## src/hdl/text_console_writer_unit_assert.svh

```systemverilog
// Assertion macros for the text console writer.
// Included by the top level; depends on nothing else.
`ifndef TEXT_CONSOLE_WRITER_UNIT_ASSERT_SVH
`define TEXT_CONSOLE_WRITER_UNIT_ASSERT_SVH

// Same-cycle implication, disabled during reset
`define TCW_ASSERT_SAME(label, clk, rst_n, ante, cons, msg) \
  label: assert property (@(posedge clk) disable iff (!rst_n) (ante) |-> (cons)) \
    else $error(msg);

// Next-cycle implication, disabled during reset
`define TCW_ASSERT_NEXT(label, clk, rst_n, ante, cons, msg) \
  label: assert property (@(posedge clk) disable iff (!rst_n) (ante) |=> (cons)) \
    else $error(msg);

`endif

```

## src/hdl/tcw_pkg.sv

```systemverilog
// Shared types and constants for the text console writer.
// Used by tcw_ctrl, tcw_datapath, text_console_writer_unit and the bench; no dependencies.
package tcw_pkg;

  // Field widths of the item and result ports
  localparam int CMD_W     = 2;
  localparam int CHAR_W    = 8;
  localparam int TCOL_W    = 7;
  localparam int TROW_W    = 5;
  localparam int COLOR_W   = 8;
  localparam int PINNED_W  = 5;
  localparam int CELL_W    = CHAR_W + COLOR_W;

  // Configuration port
  localparam int CFG_DATA_W = 32;
  localparam int CFG_ADDR_W = 3;
  localparam logic REG_TEXT_COLOR  = 1'b0;
  localparam logic REG_PINNED_ROWS = 1'b1;

  // Character codes
  localparam logic [CHAR_W-1:0] CH_TAB     = 8'd9;
  localparam logic [CHAR_W-1:0] CH_NEWLINE = 8'd10;
  localparam logic [CHAR_W-1:0] CH_RETURN  = 8'd13;
  localparam logic [CHAR_W-1:0] CH_SPACE   = 8'h20;

  // Reset values
  localparam logic [COLOR_W-1:0]  RESET_COLOR  = 8'd15;
  localparam logic [PINNED_W-1:0] RESET_PINNED = 5'd0;

  // Item commands
  typedef enum logic [CMD_W-1:0] {
    CMD_PUT_CHAR   = 2'd0,
    CMD_SET_CURSOR = 2'd1,
    CMD_CLEAR      = 2'd2,
    CMD_READ_CELL  = 2'd3
  } cmd_t;

  // Address counter operations
  typedef enum logic [2:0] {
    ADDR_HOLD,
    ADDR_ZERO,
    ADDR_SCROLL,
    ADDR_LAST_ROW,
    ADDR_INC
  } addr_op_t;

  // Screen store write selection
  typedef enum logic [2:0] {
    WR_NONE,
    WR_INIT,
    WR_BLANK,
    WR_COPY,
    WR_CHAR,
    WR_TAB
  } wr_sel_t;

  // Screen store read selection
  typedef enum logic [1:0] {
    RD_NONE,
    RD_SCROLL,
    RD_TARGET
  } rd_sel_t;

  // Cursor updates
  typedef enum logic [2:0] {
    CUR_HOLD,
    CUR_SET,
    CUR_NEWLINE,
    CUR_COL0,
    CUR_INC,
    CUR_TAB
  } cur_op_t;

  // Controller to datapath
  typedef struct packed {
    logic     capture;
    addr_op_t addr_op;
    wr_sel_t  wr_sel;
    rd_sel_t  rd_sel;
    cur_op_t  cur_op;
    logic     tab_load;
    logic     tab_inc;
    logic     out_load;
  } ctrl_cmd_t;

  // Datapath to controller
  typedef struct packed {
    cmd_t cmd;
    logic is_newline;
    logic is_return;
    logic is_tab;
    logic wrap_pending;
    logic row_last;
    logic scroll_ok;
    logic addr_last;
    logic tab_in_row;
    logic tab_last;
    logic out_busy;
  } dp_sts_t;

endpackage

```

## src/hdl/tcw_ctrl.sv

```systemverilog
// Controller state machine of the text console writer.
// Drives tcw_datapath through ctrl_cmd_t; depends on tcw_pkg.
module tcw_ctrl (
  input  logic                 clk,
  input  logic                 rst_n,
  input  logic                 in_valid,
  output logic                 in_stall,
  input  tcw_pkg::dp_sts_t     sts,
  output tcw_pkg::ctrl_cmd_t   ctl
);

  typedef enum logic [3:0] {
    S_INIT,
    S_IDLE,
    S_DECODE,
    S_CLEAR,
    S_SCROLL_RD,
    S_SCROLL_WR,
    S_BLANK,
    S_PUT,
    S_TAB,
    S_DONE
  } state_t;

  state_t state_r, state_nxt;

  // Items are taken only in idle
  assign in_stall = (state_r != S_IDLE);

  // Next state and datapath commands
  always_comb begin
    state_nxt = state_r;
    ctl       = '0;
    unique case (state_r)
      // Clearing pass after reset
      S_INIT: begin
        ctl.wr_sel = tcw_pkg::WR_INIT;
        if (sts.addr_last) begin
          state_nxt = S_IDLE;
        end else begin
          ctl.addr_op = tcw_pkg::ADDR_INC;
        end
      end
      S_IDLE: begin
        if (in_valid) begin
          ctl.capture = 1'b1;
          state_nxt   = S_DECODE;
        end
      end
      S_DECODE: begin
        unique case (sts.cmd)
          tcw_pkg::CMD_SET_CURSOR: begin
            ctl.cur_op = tcw_pkg::CUR_SET;
            state_nxt  = S_DONE;
          end
          tcw_pkg::CMD_CLEAR: begin
            ctl.addr_op = tcw_pkg::ADDR_ZERO;
            state_nxt   = S_CLEAR;
          end
          tcw_pkg::CMD_READ_CELL: begin
            ctl.rd_sel = tcw_pkg::RD_TARGET;
            state_nxt  = S_DONE;
          end
          default: begin
            if (sts.is_return) begin
              ctl.cur_op = tcw_pkg::CUR_COL0;
              state_nxt  = S_DONE;
            end else if (sts.is_tab) begin
              ctl.tab_load = 1'b1;
              state_nxt    = S_TAB;
            end else if (sts.is_newline || sts.wrap_pending) begin
              ctl.cur_op = tcw_pkg::CUR_NEWLINE;
              if (!sts.row_last) begin
                state_nxt = sts.is_newline ? S_DONE : S_PUT;
              end else if (sts.scroll_ok) begin
                ctl.addr_op = tcw_pkg::ADDR_SCROLL;
                state_nxt   = S_SCROLL_RD;
              end else begin
                ctl.addr_op = tcw_pkg::ADDR_LAST_ROW;
                state_nxt   = S_BLANK;
              end
            end else begin
              state_nxt = S_PUT;
            end
          end
        endcase
      end
      S_CLEAR: begin
        ctl.wr_sel = tcw_pkg::WR_BLANK;
        if (sts.addr_last) begin
          state_nxt = S_DONE;
        end else begin
          ctl.addr_op = tcw_pkg::ADDR_INC;
        end
      end
      // Scroll: read a cell, write it one row up
      S_SCROLL_RD: begin
        ctl.rd_sel = tcw_pkg::RD_SCROLL;
        state_nxt  = S_SCROLL_WR;
      end
      S_SCROLL_WR: begin
        ctl.wr_sel = tcw_pkg::WR_COPY;
        if (sts.addr_last) begin
          ctl.addr_op = tcw_pkg::ADDR_LAST_ROW;
          state_nxt   = S_BLANK;
        end else begin
          ctl.addr_op = tcw_pkg::ADDR_INC;
          state_nxt   = S_SCROLL_RD;
        end
      end
      // Blank the last row, then finish the deferred character if any
      S_BLANK: begin
        ctl.wr_sel = tcw_pkg::WR_BLANK;
        if (sts.addr_last) begin
          state_nxt = sts.is_newline ? S_DONE : S_PUT;
        end else begin
          ctl.addr_op = tcw_pkg::ADDR_INC;
        end
      end
      S_PUT: begin
        ctl.wr_sel = tcw_pkg::WR_CHAR;
        ctl.cur_op = tcw_pkg::CUR_INC;
        state_nxt  = S_DONE;
      end
      // One space per cycle up to the next tab stop, written only inside the row
      S_TAB: begin
        ctl.wr_sel  = sts.tab_in_row ? tcw_pkg::WR_TAB : tcw_pkg::WR_NONE;
        ctl.tab_inc = 1'b1;
        if (sts.tab_last) begin
          ctl.cur_op = tcw_pkg::CUR_TAB;
          state_nxt  = S_DONE;
        end
      end
      S_DONE: begin
        if (!sts.out_busy) begin
          ctl.out_load = 1'b1;
          state_nxt    = S_IDLE;
        end
      end
      default: state_nxt = S_IDLE;
    endcase
  end

  // State register
  always_ff @(posedge clk) begin
    if (!rst_n) begin
      state_r <= S_INIT;
    end else begin
      state_r <= state_nxt;
    end
  end

endmodule

```

## config.mk

```make
export PLATFORM = sky130hd
export DESIGN_NAME = tcw_ctrl
export DESIGN_NICKNAME = d
export VERILOG_FILES = /design/src/hdl/text_console_writer_unit_assert.svh /design/src/hdl/tcw_pkg.sv /design/src/hdl/tcw_ctrl.sv
export SDC_FILE = /design/constraint.sdc
export NUM_CORES = 1
export LEC_CHECK = 0
export ABC_AREA = 1
export BUFFER_PORTS_ARGS = -buffer_cell sky130_fd_sc_hd__buf_2
export CORE_MARGIN = 10
export CORE_UTILIZATION = 40
export DETAILED_ROUTE_END_ITERATION = 8
export GPL_TIMING_DRIVEN = 1
export HOLD_SLACK_MARGIN = 0.05
export PLACE_DENSITY = 0.71
export SETUP_SLACK_MARGIN = 0.1
export SYNTH_ARGS = -nofsm -noshare
export SYNTH_HDL_FRONTEND = slang
export SYNTH_SLANG_ARGS = --single-unit
```

## constraint.sdc

```tcl
create_clock -name clk -period 2.2 [get_ports clk]
set_input_delay 0.22 -clock clk [delete_from_list [all_inputs] [get_ports clk]]
set_output_delay 0.22 -clock clk [all_outputs]
set_load 0.03 [all_outputs]
```

Word level (Yosys, flattened, before mapping)
Index checks and enable logic that the tools add are counted.

Register bits after elaboration: 4. Bits of input ports: 15. Output and inout bits: 16. Logic and storage cells: 71.

Eq/ne operators: 19. Mux-type cells: 43. Reduce and logical (&&, ||, !) cells: 8.

Operator list (number): 2-to-1 mux 4 bit (11); one-hot mux 4 bit (10 select lines) (1); 2-to-1 mux 2 bit (10); one-hot mux 3 bit (3 select lines) (2); == test 4 x 3 -> 1 bit (second input constant) (4); one-hot mux 3 bit (5 select lines) (1); 2-to-1 mux 3 bit (4); inequality test 2 bit (second input constant) (6); one-hot mux 2 bit (2 select lines) (3); 2-to-1 mux 1 bit (10); == test 4 x 2 -> 1 bit (second input constant) (2); == test 4 bit (second input constant) (2); one-hot mux 4 bit (2 select lines) (1); AND reduction 6 bit (1); OR reduction 2 bit (3); OR reduction 3 bit (2); == test 2 bit (second input constant) (2); == test 4 x 1 -> 1 bit (second input constant) (1); logical NOT 4 bit (1); inequality test 4 x 1 -> 1 bit (second input constant) (1); == test 2 x 1 -> 1 bit (second input constant) (1); logical OR 1 bit (1).

Logic depth before layout (Yosys ltp)
Depth in word-level cells: 7. Depth in mapped cells: 10. Mapped depth without buffers: 10.

Worst setup path before layout
OpenSTA, ideal clock, no wires.

Path kind: register -> output. Start point: register state_r[1]. End point: output port ctl[12] (netlist name). Arrival: 1728 ps. Required time: 1980 ps. Path slack: 252 ps. Cell stages (with the launch flop): 5. Buffers on the path: 0. Cell sequence: dfxtp_1 > inv_1 > nor2_4 > nand2_2 > o41ai_1.

RTL lines: from (decl) (line tcw_ctrl.sv:25) `state_t state_r, state_nxt;`; from (signal assigned) (line tcw_ctrl.sv:149) `state_r <= state_nxt;`; to (decl) (line tcw_ctrl.sv:9) `output tcw_pkg::ctrl_cmd_t ctl`.

==> results.toml <==
[final_layout]
regMostFlops = "state_r"
reg_top3 = "state_r x4"
fillers = 173
diodes = 0
post_route_cells_drive_above_1_share = 0.2927
area_growth_pct = 30.08
largest_register_ffs = 4
regArea_sq_um = 80.08
multi_input_area_sq_um = 455.4
layout.nets = 181

[sta]
fmax_mhz = 563.1
max_slew_margin = 0.8174
fin_setup_tns_ns = 0
period_share = 0.8072
grt_setup_unrepaired = "no"
worst_pin_slew_ns = 0.2704
slew_viol_final = 0
period_needed_ns = 1.776
setup-violations-final = 0
finalHoldViolCount = 0
fin_worst_skew_ns = 0.0004646

[drt]
postRouteAntennaNets = 0
drc = 0
drt_wl_total_mm = 2.011
vias = 883
routedWlPerCell_um = 11.17
avgViaCountPerCell = 4.906
firstDrtPassIters = 5
dr.first_iter.drc_count = 26

[synth]
seq_area_frac_synth = 0.1250
synth-seq-cells = 4
syn_area_sq_um = 640.6
ys_warn_count = 0
synthTopCellsByArea = "nand2_1 25%, inv_1 14%, dfxtp_1 13%, nor2_1 11%, nand3_1 9.4%"
synth_top_area_share = 0.2461
synthCells = 131
syn-num-nets = 146
syn_avg_cell_area_sq_um = 4.890
yosys.area.top_type = "nand2_1"
synthDistinctLibCells = 16

[place]
place_hpwl_mm = 1.767
gp_congestion = 0.8477
portBuffers = 30

[worst_setup_path]
worstPathRequired_ns = 1.98
crit_fanout = 7
cp-start-kind = "flop"
cp-end-kind = "primary output"
arrival_ns = 1.56
criticalPathCategory = "reg -> out"

[power]
vdd_drop_max_v = 0.0003438
p_total_w = 0.0007428
power_leakage_nw = 0.5628
p_per_area_nw_per_um2 = 891.4

[grt]
antenna_found_initial = 0
first_global_vias = 862
grt_max_degree = 8
grt_use_total = 0.1143
grt_pass1_wl_mm = 3.456
grt-ovfl-total = 0

[die]
core_sq_um = 1506
rows = 14
die_area_sq_um = 3602
ioPinCount = 31
die_w_um = 60.02
start_util = 0.4252
die_y_um = 60.02

[flow_run]
maxCapViolations = 0

[clock_network]
cts_buffers = 3
root_buffer = "clkbuf_4"
clk_pin_slew_ns = 0.04
clk_latency_ns = 0.23
cts.sink_count = 4
post-cts-setup-buffers = 0
cts_resized = 0
h-tree-depth = 1
cts_tree = "built"
hold_buffers = 0
cts_buffer_depth = 2

[status]
outcome = "finished, final reports clean"

[min_path]
hold_class = "in -> reg"
critical path, stage by stage (launching register included):
cell,delay (ns)
dfxtp_1,0.41
inv_1,0.11
nor2_4,0.12
nand2_2,0.12
nor3_1,0.15
inv_1,0.07
nor3_1,0.12
buf_2,0.22
cell usage after synthesis:
cell      instances
nand2_1          42
nor2_2            4
o41ai_1           1
a21oi_2           1
dfxtp_1           4
inv_2             4
o211ai_1          1
o21ai_0           4
nand2_2           4
nor3_1            6
a21oi_1           3
nand3_1          12
nand3b_1          1
nor2_1           18
inv_1            24
nor2_4            2
metal layers:
metal / global-route usage / share of wire
met5: 0 / 0
met4: 0.03526 / 0.0035
met3: 0.02966 / 0.11
met2: 0.1926 / 0.44
met1: 0.1364 / 0.45
report_power, final:
part | total (W) | switching, W | internal, W
logic | 0.000527 | 0.000370 | 0.000158
registers | 0.000123 | 0.0000308 | 0.0000921
clock network | 0.0000927 | 0.0000316 | 0.0000611
placed cells by master (no fill, tap or decap), types with 4 or more instances in the layout:
cell type  synthesis  final
nand2_1           42     42
buf_2              0     30
inv_1             24     24
nor2_1            18     18
nand3_1           12     12
nor3_1             6      6
nor2_2             4      4
inv_2              4      4
nand2_2            4      4
o21ai_0            4      4
dfxtp_1            4      4
kinds of logic after synthesis:
family	after synthesis	synth area share
buf+inv	28	0.1641
flops	4	0.1250
compound gates	10	0.09375
simple gates	89	0.6172
cell type report:
type / count / share of cell area
inverter: 28 / 0.1261
multi-input combinational: 99 / 0.5465
tap: 16 / 0.02402
timing repair buffer: 30 / 0.1802
sequential: 4 / 0.09610
clock buffer: 3 / 0.02703
per-stage QoR:
stage	util	setup WS, ns	hold WS (ns)	instance area, sq um	instances
2_1_floorplan	-	0.2523	0.3458	640.6	131
3_3_place_gp	0.5382	0.7078	0.4649	810.8	177
3_5_place_dp	0.5382	0.6720	0.4671	810.8	177
4_1_cts	0.5532	0.4280	0.2269	833.3	180
5_1_grt	0.5532	0.2784	0.2531	833.3	180
6_report	0.5532	0.4241	0.2289	833.3	180
worst paths after layout:
path | start | end | slack (ns) | cells after the start
worst max-delay path | state_r[1] | ctl[2] | 0.42 | 7
worst min-delay path | rst_n | state_r[0] | 0.23 | 3
worst max register to register | state_r[0] | state_r[0] | 0.82 | 8
worst min register to register | state_r[1] | state_r[1] | 0.56 | 2
No activity file was read; power rests on OpenSTA's default activity.
